`config.mk`:
```
export PLATFORM = sky130hd
export DESIGN_NAME = audio_ramp_envelope_flat
export DESIGN_NICKNAME = d
export VERILOG_FILES = /design/src/hw/rtl/are_pkg.sv /design/src/hw/rtl/are_if.sv /design/src/hw/rtl/audio_ramp_envelope.sv /design/src/hw/rtl/are_ctrl.sv /design/src/hw/rtl/are_dp.sv /design/src/flat_wrapper.sv
export SDC_FILE = /design/constraint.sdc
export NUM_CORES = 2
export LEC_CHECK = 0
export BUFFER_PORTS_ARGS = -buffer_cell sky130_fd_sc_hd__buf_2
export CAP_MARGIN = 10
export CELL_PAD_IN_SITES_DETAIL_PLACEMENT = 1
export CELL_PAD_IN_SITES_GLOBAL_PLACEMENT = 2
export CORE_AREA = 2 2 288 290
export CTS_BUF_LIST = sky130_fd_sc_hd__clkbuf_8
export CTS_CLUSTER_SIZE = 25
export DETAILED_ROUTE_END_ITERATION = 10
export DIE_AREA = 0 0 290 292
export PLACE_DENSITY_LB_ADDON = 0.08
export SLEW_MARGIN = 0
export SYNTH_ARGS = -nofsm -noshare
export SYNTH_HDL_FRONTEND = slang
export SYNTH_HIERARCHICAL = 1
export SYNTH_SLANG_ARGS = --single-unit
```
`constraint.sdc`:
```
create_clock -name i_clk -period 7.3 [get_ports i_clk]
set_input_delay 1.46 -clock i_clk [delete_from_list [all_inputs] [get_ports i_clk]]
set_output_delay 1.46 -clock i_clk [all_outputs]
set_load 0.05 [all_outputs]
```
`src/hw/rtl/are_pkg.sv`:
```
// ----------------------------------------------------------------------------
// are_pkg
// Shared types and constants of the audio ramp envelope.
// ----------------------------------------------------------------------------
package are_pkg;

    localparam int LEN_W      = 20;
    localparam int GAIN_W     = 17;
    localparam int FRAC_W     = 16;
    localparam int NUM_W      = LEN_W + FRAC_W;
    localparam int CFG_IDX_W  = 8;
    localparam int DIV_STEPS  = GAIN_W;
    localparam int DIV_CNT_W  = $clog2(DIV_STEPS);

    localparam logic [GAIN_W-1:0]    UNITY       = GAIN_W'(1) << FRAC_W;
    localparam logic [CFG_IDX_W-1:0] CFG_ATTACK  = CFG_IDX_W'(0);
    localparam logic [CFG_IDX_W-1:0] CFG_RELEASE = CFG_IDX_W'(1);

    typedef enum logic [1:0] {
        PH_IDLE    = 2'd0,
        PH_FADE    = 2'd1,
        PH_ATTACK  = 2'd2,
        PH_RELEASE = 2'd3
    } t_phase;

    typedef enum logic [1:0] {
        G_ZERO = 2'd0,
        G_QUO  = 2'd1,
        G_INV  = 2'd2
    } t_gsel;

    typedef enum logic [2:0] {
        S_IDLE,
        S_PLAN,
        S_DIV,
        S_GAIN,
        S_MUL,
        S_DONE
    } t_state;

    typedef struct packed {
        logic take_in;
        logic plan;
        logic div_step;
        logic gain;
        logic mul;
        logic load_out;
    } t_ctrl_cmd;

endpackage

```
`src/hw/rtl/are_if.sv`:
```
// ----------------------------------------------------------------------------
// are_if
// Request channels of the audio ramp envelope: samples, results, config.
// ----------------------------------------------------------------------------
interface are_smp_if #(parameter int SAMPLE_WIDTH = 24);
    logic                           valid;
    logic                           ready;
    logic signed [SAMPLE_WIDTH-1:0] sample_in;
    logic                           trigger;

    modport source(output valid, sample_in, trigger, input ready);
    modport sink(input valid, sample_in, trigger, output ready);
endinterface

interface are_res_if #(parameter int SAMPLE_WIDTH = 24);
    logic                           valid;
    logic                           ready;
    logic signed [SAMPLE_WIDTH-1:0] sample_out;
    logic [1:0]                     phase;

    modport source(output valid, sample_out, phase, input ready);
    modport sink(input valid, sample_out, phase, output ready);
endinterface

interface are_cfg_if;
    logic        valid;
    logic        ready;
    logic [7:0]  index;
    logic [19:0] data;

    modport source(output valid, index, data, input ready);
    modport sink(input valid, index, data, output ready);
endinterface

```
`src/hw/rtl/audio_ramp_envelope.sv`:
```
// ----------------------------------------------------------------------------
// audio_ramp_envelope
// Attack-then-release gain envelope with block-aligned fade on retrigger.
//
//   channel   dir  payload                       handshake
//   i_smp     in   sample_in, trigger            valid / ready
//   o_res     out  sample_out, phase             valid / ready
//   i_cfg     in   index (0 attack, 1 release),  valid / ready (ready out of reset)
//                  data
//
// Each sample is accepted, planned, then run through the shared restoring
// divider (one quotient bit per cycle), then gain, multiply and hand-off.
// The divider sets the rate.
// Reset is synchronous and clears phase, counters, held gain and lengths.
// A stalled result waits in the output register; the next sample is taken
// meanwhile and its result is held until the register frees up.
// ----------------------------------------------------------------------------
module audio_ramp_envelope
    import are_pkg::*;
#(
    parameter int BLOCK_SIZE   = 128,
    parameter int SAMPLE_WIDTH = 24
)(
    input  logic      i_clk,
    input  logic      i_rst_n,
    are_smp_if.sink   i_smp,
    are_res_if.source o_res,
    are_cfg_if.sink   i_cfg
);

    t_ctrl_cmd w_cmd;
    logic      w_in_ready;
    logic      w_out_free;

    assign i_smp.ready = w_in_ready;
    assign i_cfg.ready = i_rst_n;

    are_ctrl u_ctrl (
        .i_clk      (i_clk),
        .i_rst_n    (i_rst_n),
        .i_in_valid (i_smp.valid),
        .o_in_ready (w_in_ready),
        .i_out_free (w_out_free),
        .o_cmd      (w_cmd)
    );

    are_dp #(
        .BLOCK_SIZE   (BLOCK_SIZE),
        .SAMPLE_WIDTH (SAMPLE_WIDTH)
    ) u_dp (
        .i_clk        (i_clk),
        .i_rst_n      (i_rst_n),
        .i_cmd        (w_cmd),
        .i_sample_in  (i_smp.sample_in),
        .i_trigger    (i_smp.trigger),
        .i_cfg_valid  (i_cfg.valid),
        .i_cfg_index  (i_cfg.index),
        .i_cfg_data   (i_cfg.data),
        .o_out_valid  (o_res.valid),
        .i_out_ready  (o_res.ready),
        .o_sample_out (o_res.sample_out),
        .o_phase      (o_res.phase),
        .o_out_free   (w_out_free)
    );

endmodule

```
`src/hw/rtl/are_ctrl.sv`:
```
// ----------------------------------------------------------------------------
// are_ctrl
// Sequencer: accept, plan, divide, scale, multiply, hand off.
// ----------------------------------------------------------------------------
module are_ctrl
    import are_pkg::*;
(
    input  logic      i_clk,
    input  logic      i_rst_n,
    input  logic      i_in_valid,
    output logic      o_in_ready,
    input  logic      i_out_free,
    output t_ctrl_cmd o_cmd
);

    localparam logic [DIV_CNT_W-1:0] DIV_LAST = DIV_CNT_W'(DIV_STEPS - 1);

    t_state               r_state, n_state;
    logic [DIV_CNT_W-1:0] r_cnt, n_cnt;

    always_ff @(posedge i_clk) begin
        if (!i_rst_n) begin
            r_state <= S_IDLE;
            r_cnt   <= '0;
        end else begin
            r_state <= n_state;
            r_cnt   <= n_cnt;
        end
    end

    always_comb begin
        n_state    = r_state;
        n_cnt      = r_cnt;
        o_in_ready = 1'b0;
        o_cmd      = '0;
        unique case (r_state)
            S_IDLE: begin
                o_in_ready = i_rst_n;
                if (i_in_valid && i_rst_n) begin
                    o_cmd.take_in = 1'b1;
                    n_state       = S_PLAN;
                end
            end
            S_PLAN: begin
                o_cmd.plan = 1'b1;
                n_cnt      = '0;
                n_state    = S_DIV;
            end
            S_DIV: begin
                o_cmd.div_step = 1'b1;
                n_cnt          = r_cnt + 1'b1;
                if (r_cnt == DIV_LAST) begin
                    n_state = S_GAIN;
                end
            end
            S_GAIN: begin
                o_cmd.gain = 1'b1;
                n_state    = S_MUL;
            end
            S_MUL: begin
                o_cmd.mul = 1'b1;
                n_state   = S_DONE;
            end
            S_DONE: begin
                if (i_out_free) begin
                    o_cmd.load_out = 1'b1;
                    n_state        = S_IDLE;
                end
            end
            default: begin
                n_state = S_IDLE;
            end
        endcase
    end

endmodule

```
`src/hw/rtl/are_dp.sv`:
```
// ----------------------------------------------------------------------------
// are_dp
// Envelope state, gain divider, sample scaling and result register.
// ----------------------------------------------------------------------------
module are_dp
    import are_pkg::*;
#(
    parameter int BLOCK_SIZE   = 128,
    parameter int SAMPLE_WIDTH = 24
)(
    input  logic                           i_clk,
    input  logic                           i_rst_n,
    input  t_ctrl_cmd                      i_cmd,
    input  logic signed [SAMPLE_WIDTH-1:0] i_sample_in,
    input  logic                           i_trigger,
    input  logic                           i_cfg_valid,
    input  logic [CFG_IDX_W-1:0]           i_cfg_index,
    input  logic [LEN_W-1:0]               i_cfg_data,
    output logic                           o_out_valid,
    input  logic                           i_out_ready,
    output logic signed [SAMPLE_WIDTH-1:0] o_sample_out,
    output logic [1:0]                     o_phase,
    output logic                           o_out_free
);

    localparam int PW = (BLOCK_SIZE > 1) ? $clog2(BLOCK_SIZE) : 1;
    localparam int SW = SAMPLE_WIDTH;
    localparam logic [PW:0]      BLK      = (PW + 1)'(BLOCK_SIZE);
    localparam logic [PW-1:0]    POS_LAST = PW'(BLOCK_SIZE - 1);
    localparam logic [LEN_W-1:0] BLK_DEN  = LEN_W'(BLOCK_SIZE);

    logic [LEN_W-1:0]    r_att, r_rel;
    t_phase              r_phase, n_phase;
    logic [LEN_W-1:0]    r_ramp, n_ramp;
    logic [PW-1:0]       r_pos, n_pos;
    logic [GAIN_W-1:0]   r_held;

    logic signed [SW-1:0] r_smp;
    logic                 r_trig;

    t_gsel               r_gsel, n_gsel;
    logic                r_upd, n_upd;
    logic [NUM_W-1:0]    n_num;
    logic [LEN_W-1:0]    r_den, n_den;
    logic [LEN_W-1:0]    r_rem;
    logic [GAIN_W-1:0]   r_numlo;
    logic [GAIN_W-1:0]   r_quo;
    logic [LEN_W:0]      w_trial;
    logic                w_fit;

    logic [GAIN_W-1:0]   r_gain, n_gain;
    logic [SW-1:0]       r_mag;
    logic                r_neg;
    logic [SW+GAIN_W-1:0] r_prod;
    logic [SW-1:0]       w_scaled;

    logic                r_out_valid;
    logic signed [SW-1:0] r_out_smp;
    t_phase              r_out_phase;

    logic [PW:0]               w_rest;
    logic [GAIN_W+PW:0]        w_fade_num;
    logic                      w_to_rel;

    assign w_rest     = BLK - {1'b0, r_pos};
    assign w_fade_num = r_held * w_rest;

    // envelope step
    always_comb begin
        n_phase  = r_phase;
        n_ramp   = r_ramp;
        n_gsel   = G_ZERO;
        n_upd    = 1'b0;
        n_num    = '0;
        n_den    = BLK_DEN;
        w_to_rel = 1'b0;
        n_pos    = (r_pos == POS_LAST) ? '0 : r_pos + 1'b1;
        if (r_trig) begin
            n_ramp  = '0;
            n_phase = PH_FADE;
        end
        unique case (n_phase)
            PH_FADE: begin
                n_num  = NUM_W'(w_fade_num);
                n_gsel = G_QUO;
                if (r_pos == POS_LAST) begin
                    n_phase = PH_ATTACK;
                end
            end
            PH_ATTACK, PH_RELEASE: begin
                n_upd    = 1'b1;
                w_to_rel = (n_phase == PH_RELEASE);
                if (n_phase == PH_ATTACK) begin
                    if (n_ramp < r_att) begin
                        n_num  = {n_ramp, FRAC_W'(0)};
                        n_den  = r_att;
                        n_gsel = G_QUO;
                        n_ramp = n_ramp + 1'b1;
                    end else begin
                        n_ramp   = '0;
                        n_phase  = PH_RELEASE;
                        w_to_rel = 1'b1;
                    end
                end
                if (w_to_rel) begin
                    if (n_ramp < r_rel) begin
                        n_num  = {n_ramp, FRAC_W'(0)};
                        n_den  = r_rel;
                        n_gsel = G_INV;
                        n_ramp = n_ramp + 1'b1;
                    end else begin
                        n_gsel  = G_ZERO;
                        n_ramp  = '0;
                        n_phase = PH_IDLE;
                    end
                end
            end
            default: begin
                n_gsel = G_ZERO;
            end
        endcase
    end

    assign w_trial = {r_rem, r_numlo[GAIN_W-1]};
    assign w_fit   = (w_trial >= {1'b0, r_den});

    always_comb begin
        case (r_gsel)
            G_QUO:   n_gain = r_quo;
            G_INV:   n_gain = UNITY - r_quo;
            default: n_gain = '0;
        endcase
    end

    assign w_scaled = r_prod[SW+FRAC_W-1:FRAC_W];

    always_ff @(posedge i_clk) begin
        if (!i_rst_n) begin
            r_att       <= '0;
            r_rel       <= '0;
            r_phase     <= PH_IDLE;
            r_ramp      <= '0;
            r_pos       <= '0;
            r_held      <= '0;
            r_out_valid <= 1'b0;
        end else begin
            if (i_cfg_valid) begin
                unique case (i_cfg_index)
                    CFG_ATTACK:  r_att <= i_cfg_data;
                    CFG_RELEASE: r_rel <= i_cfg_data;
                    default: ;
                endcase
            end
            if (i_cmd.plan) begin
                r_phase <= n_phase;
                r_ramp  <= n_ramp;
                r_pos   <= n_pos;
            end
            if (i_cmd.gain && r_upd) begin
                r_held <= n_gain;
            end
            if (i_cmd.load_out) begin
                r_out_valid <= 1'b1;
            end else if (i_out_ready) begin
                r_out_valid <= 1'b0;
            end
        end
    end

    always_ff @(posedge i_clk) begin
        if (i_cmd.take_in) begin
            r_smp  <= i_sample_in;
            r_trig <= i_trigger;
        end
        if (i_cmd.plan) begin
            r_gsel  <= n_gsel;
            r_upd   <= n_upd;
            r_den   <= n_den;
            r_rem   <= {1'b0, n_num[NUM_W-1:GAIN_W]};
            r_numlo <= n_num[GAIN_W-1:0];
            r_quo   <= '0;
        end
        if (i_cmd.div_step) begin
            r_rem   <= w_fit ? LEN_W'(w_trial - {1'b0, r_den}) : w_trial[LEN_W-1:0];
            r_numlo <= {r_numlo[GAIN_W-2:0], 1'b0};
            r_quo   <= {r_quo[GAIN_W-2:0], w_fit};
        end
        if (i_cmd.gain) begin
            r_gain <= n_gain;
            r_neg  <= r_smp[SW-1];
            r_mag  <= r_smp[SW-1] ? SW'(-r_smp) : SW'(r_smp);
        end
        if (i_cmd.mul) begin
            r_prod <= r_mag * r_gain;
        end
        if (i_cmd.load_out) begin
            r_out_smp   <= r_neg ? $signed(-w_scaled) : $signed(w_scaled);
            r_out_phase <= r_phase;
        end
    end

    assign o_out_valid  = r_out_valid;
    assign o_sample_out = r_out_smp;
    assign o_phase      = r_out_phase;
    assign o_out_free   = !r_out_valid || i_out_ready;

    a_held_range: assert property (@(posedge i_clk) disable iff (!i_rst_n)
        r_held <= UNITY)
        else $error("held gain above unity");

    a_ramp_clear: assert property (@(posedge i_clk) disable iff (!i_rst_n)
        (r_phase == PH_IDLE || r_phase == PH_FADE) |-> (r_ramp == '0))
        else $error("ramp count not clear outside a ramp");

    a_pos_range: assert property (@(posedge i_clk) disable iff (!i_rst_n)
        {1'b0, r_pos} < BLK)
        else $error("block position out of range");

    a_load_free: assert property (@(posedge i_clk) disable iff (!i_rst_n)
        i_cmd.load_out |-> (!r_out_valid || i_out_ready))
        else $error("result register overwritten");

endmodule

```
`src/flat_wrapper.sv`:
```
// flat-port wrapper written by rule: the top's interface ports become plain ports
module audio_ramp_envelope_flat import are_pkg::*;
#(
    parameter int BLOCK_SIZE   = 128,
    parameter int SAMPLE_WIDTH = 24
)
  (i_clk, i_rst_n, i_smp_valid, i_smp_sample_in, i_smp_trigger, i_smp_ready, o_res_valid, o_res_sample_out, o_res_phase, o_res_ready, i_cfg_valid, i_cfg_index, i_cfg_data, i_cfg_ready);
  are_smp_if #(.SAMPLE_WIDTH(SAMPLE_WIDTH)) i_smp_i ();
  are_res_if #(.SAMPLE_WIDTH(SAMPLE_WIDTH)) o_res_i ();
  are_cfg_if i_cfg_i ();
  input  logic i_clk;
  input  logic i_rst_n;
  input wire logic [$bits(i_smp_i.valid)-1:0] i_smp_valid;
  input wire logic [$bits(i_smp_i.sample_in)-1:0] i_smp_sample_in;
  input wire logic [$bits(i_smp_i.trigger)-1:0] i_smp_trigger;
  output wire logic [$bits(i_smp_i.ready)-1:0] i_smp_ready;
  output wire logic [$bits(o_res_i.valid)-1:0] o_res_valid;
  output wire logic [$bits(o_res_i.sample_out)-1:0] o_res_sample_out;
  output wire logic [$bits(o_res_i.phase)-1:0] o_res_phase;
  input wire logic [$bits(o_res_i.ready)-1:0] o_res_ready;
  input wire logic [$bits(i_cfg_i.valid)-1:0] i_cfg_valid;
  input wire logic [$bits(i_cfg_i.index)-1:0] i_cfg_index;
  input wire logic [$bits(i_cfg_i.data)-1:0] i_cfg_data;
  output wire logic [$bits(i_cfg_i.ready)-1:0] i_cfg_ready;
  assign i_smp_i.valid = i_smp_valid;
  assign i_smp_i.sample_in = i_smp_sample_in;
  assign i_smp_i.trigger = i_smp_trigger;
  assign i_smp_ready = i_smp_i.ready;
  assign o_res_valid = o_res_i.valid;
  assign o_res_sample_out = o_res_i.sample_out;
  assign o_res_phase = o_res_i.phase;
  assign o_res_i.ready = o_res_ready;
  assign i_cfg_i.valid = i_cfg_valid;
  assign i_cfg_i.index = i_cfg_index;
  assign i_cfg_i.data = i_cfg_data;
  assign i_cfg_ready = i_cfg_i.ready;
  audio_ramp_envelope #(.BLOCK_SIZE(BLOCK_SIZE), .SAMPLE_WIDTH(SAMPLE_WIDTH)) u_core (.i_clk(i_clk), .i_rst_n(i_rst_n), .i_smp(i_smp_i), .o_res(o_res_i), .i_cfg(i_cfg_i));
endmodule
```
==> results.toml <==
[global_route]
antenna_found_initial = 4
grt_pass1_wl_mm = 158
grt_max_degree = 54
overflow = 0
grt_use_total_pct = 23.8
grt_pass1_vias = 27700

[synth]
synth_top_area_share_pct = 25.8
synth_mux_area_share_pct = 2.08
synth-edff-count = 193
syn_area_sq_mm = 0.0324
synth_common_cells = "inv_1, nand2_1, fa_1, and2_1, ha_1"
synth.area.top_cells = "fa_1, edfxtp_1, ha_1"
syn_area_per_cell_sq_um = 9.28
synth_simple_gate_area_share_pct = 17.6
async_flop_share_pct = 0
ys_ff_latch = 289
syn_inst = 3492
synth_fa_ha_area_share_pct = 34.4
synth_top_family_by_area = "adder cells"
synth_cell_types = 81
yosysWarnings = 6
yosys.area.top_type = "fa_1"
post-synth-top-count-cell = "inv_1"
ys.flop_type = "edfxtp_1"
synth_compound_area_share_pct = 9.29
ys_seq_area_share_pct = 23.8
syn_nets = 4190
synth-xor-area-share_pct = 3.73

[power]
power_density_mw_per_mm2 = 479
ir_drop_v = 0.000709
power.leakage_uw = 0.0162
p_total_uw = 17100

[sta]
holdWs_ns = 0.471
rsz0062_at_grt = "false"
clock-skew-final_ns = 0.0662
tightestPinTransition_ns = 1.04
slew_violations = 0
timing.fmax_mhz = 142
tns_ns = 0
max_slew_margin_pct = 30.0
finalCriticalPeriod_ns = 7.03
hold_viol_final = 0
min_period_over_period_pct = 96.3
setup_viol = 0

[clock_network]
htreeDepth = 2
clk_pin_slew_ns = 0.06
clock_path_buffers = 3
clock_sinks = 289
cts-root-buf = "clkbuf_8"
cts_made_buffers = 56
cts_tree = "yes"
insertion_delay_ns = 0.74

[hold_path]
hold_class = "reg2reg"

[setup_path]
cp.required_ns = 7.81
crit_chain = "buf_4 > and2_1 > fa_1 > inv_1 > fa_1 > inv_1 > fa_1 > ha_1 > inv_1 > fa_1 > inv_1 > fa_1 > ha_1 > a211o_1 > a21oi_1 > o21ai_0 > o2111ai_1 > a21boi_0 > a221oi_1 > buf_4 > o21ai_0 > a2111o_1 > o211ai_1"
crit_slowest_cell = "edfxtp_1"
critPathMaxFanout = 12
critPathArrivalTime_ns = 7.54
cp-start-kind = "flip-flop"
worst_path_most_repeated_cell = "fa_1"
critPathKind = "reg2reg"
cp_slowest_stage_delay_ns = 0.60
endpoint_kind = "flip-flop"

[flow_run]
cap_violations = 0

[route]
wl_per_cell_microns = 21.1
drt_first_pass_iters = 5
dr_total_vias = 24800
drtAntennaViolNets = 0
drc = 0
vias_per_cell = 5.25
drt-initial-drc-count = 1132
totalWireLength_mm = 99.7

[floorplanning]
fp.dieH_microns = 292
std_cell_rows = 105
die_area_sq_mm = 0.0847
initial_utilization_pct = 39.7
num_io_pins = 87
die_w_microns = 290
core_sq_mm = 0.0816

[cells_and_area]
fin_nets = 4308
final_area_sq_mm = 0.0358
drive_gt1_share_pct = 9.25
fillers = 9394
syn2layout_area_growth_pct = 10.5

[placement]
portBuffers = 86
dp_hpwl_mm = 80.2
gp_congestion = 0.883
placed_area_sq_mm = 0.0345

[run_status]
status = "finished clean"
layout by cell type (no fill, tap or decap), drive strengths merged, types with 42 or more instances in the layout:
master | netlist | final
inv | 623 | 635
nand2 | 428 | 428
fa | 417 | 417
and2 | 265 | 265
ha | 223 | 223
buf | 19 | 211
edfxtp | 193 | 193
nor2 | 113 | 113
xnor2 | 105 | 105
a21oi | 100 | 100
o21ai | 97 | 97
dfxtp | 96 | 96
nor2b | 70 | 70
clkbuf | 132 | 66
mux2i | 64 | 64
nand3 | 44 | 44
nor3 | 42 | 42
layer usage:
metal	GRT usage, %	share of wire, %	up-vias	wire length [microns]
met3	2.29	3.4	142	3400
met5	0	0	-	0
li1	-	-	11500	-
met2	40.9	48	434	48100
met1	31.9	46	12800	45500
met4	6.86	2.7	0	2650
per-stage QoR:
| step | std cells | setup slack (ns) | util (%) |
|---|---|---|---|
| after floorplan | 3492 | 0.710 | - |
| after global placement | 4620 | 0.446 | 42.3 |
| after detailed placement | 4620 | 0.280 | 42.3 |
| after CTS | 4724 | 0.272 | 43.9 |
| after global routing | 4727 | 0.00885 | 43.9 |
| final | 4727 | 0.267 | 43.9 |
timing repair:
action                                  CTS  global route
hold buffers                              0             0
buffers inserted                          0             2
resized for setup                         0             1
endpoints found under the setup margin    0             2
state kept, by name (all words and copies together) (netlist names), 3 cells and up:
register / flops
u_core/u_dp/o_sample_out: 24
u_core/u_dp/r_mag: 24
u_core/u_dp/r_prod: 24
u_core/u_dp/r_smp: 24
u_core/u_dp/r_att: 20
u_core/u_dp/r_den: 20
u_core/u_dp/r_ramp: 20
u_core/u_dp/r_rel: 20
u_core/u_dp/r_rem: 20
u_core/u_dp/r_gain: 17
u_core/u_dp/r_held: 17
u_core/u_dp/r_numlo: 17
u_core/u_dp/r_quo: 17
u_core/u_dp/r_pos: 7
u_core/u_ctrl/r_cnt: 5
u_core/u_ctrl/r_state: 3
kinds of logic after synthesis:
| group | Yosys count |
|---|---|
| buffers and inverters | 777 |
| AND/OR/NAND/NOR | 1124 |
| flip-flops | 289 |
| multiplexers | 67 |
| adder cells (fa/ha/maj) | 640 |
| XOR/XNOR | 138 |
| AO/OA/AOI/OAI | 457 |
critical path, delay by kind of cell, from the launching register on:
family | cells | cell delay, ns
adder cells (fa/ha/maj) | 7 | 3.07
AND/OR/NAND/NOR | 1 | 0.16
flip-flops | 1 | 0.60
AO/OA/AOI/OAI | 9 | 2.33
buffers and inverters | 6 | 0.67
path summary, 6_finish.rpt:
check / start / end / slack [ns] / depth (start not counted)
worst max register to register: u_core/u_dp/r_mag[6] / u_core/u_dp/r_prod[39] / 0.27 / 23
worst max-delay path: u_core/u_dp/r_mag[6] / u_core/u_dp/r_prod[39] / 0.27 / 23
worst min-delay path: u_core/u_dp/r_ramp[13] / u_core/u_dp/r_ramp[13] / 0.47 / 2
worst min register to register: u_core/u_dp/r_ramp[13] / u_core/u_dp/r_ramp[13] / 0.47 / 2
final cells by class:
| type | instances | area [sq um] | share of cell area (%) |
|---|---|---|---|
| sequential | 289 | 7720 | 21.6 |
| timing repair buffer | 211 | 1370 | 3.82 |
| clock inverter | 38 | 323 | 0.902 |
| antenna | 1 | 2.50 | 0.00699 |
| tap | 1070 | 1340 | 3.74 |
| clock buffer | 66 | 908 | 2.54 |
| multi-input combinational | 2426 | 21800 | 60.9 |
| inverter | 626 | 2350 | 6.56 |
report_power, final:
| part | total (uW) | switching [uW] | internal, uW |
|---|---|---|---|
| Combinational | 12500 | 7480 | 5010 |
| Clock | 1820 | 810 | 1010 |
| Sequential | 2830 | 237 | 2590 |
| Total | 17100 | 8530 | 8610 |
Power figures use the tool's default switching activity.
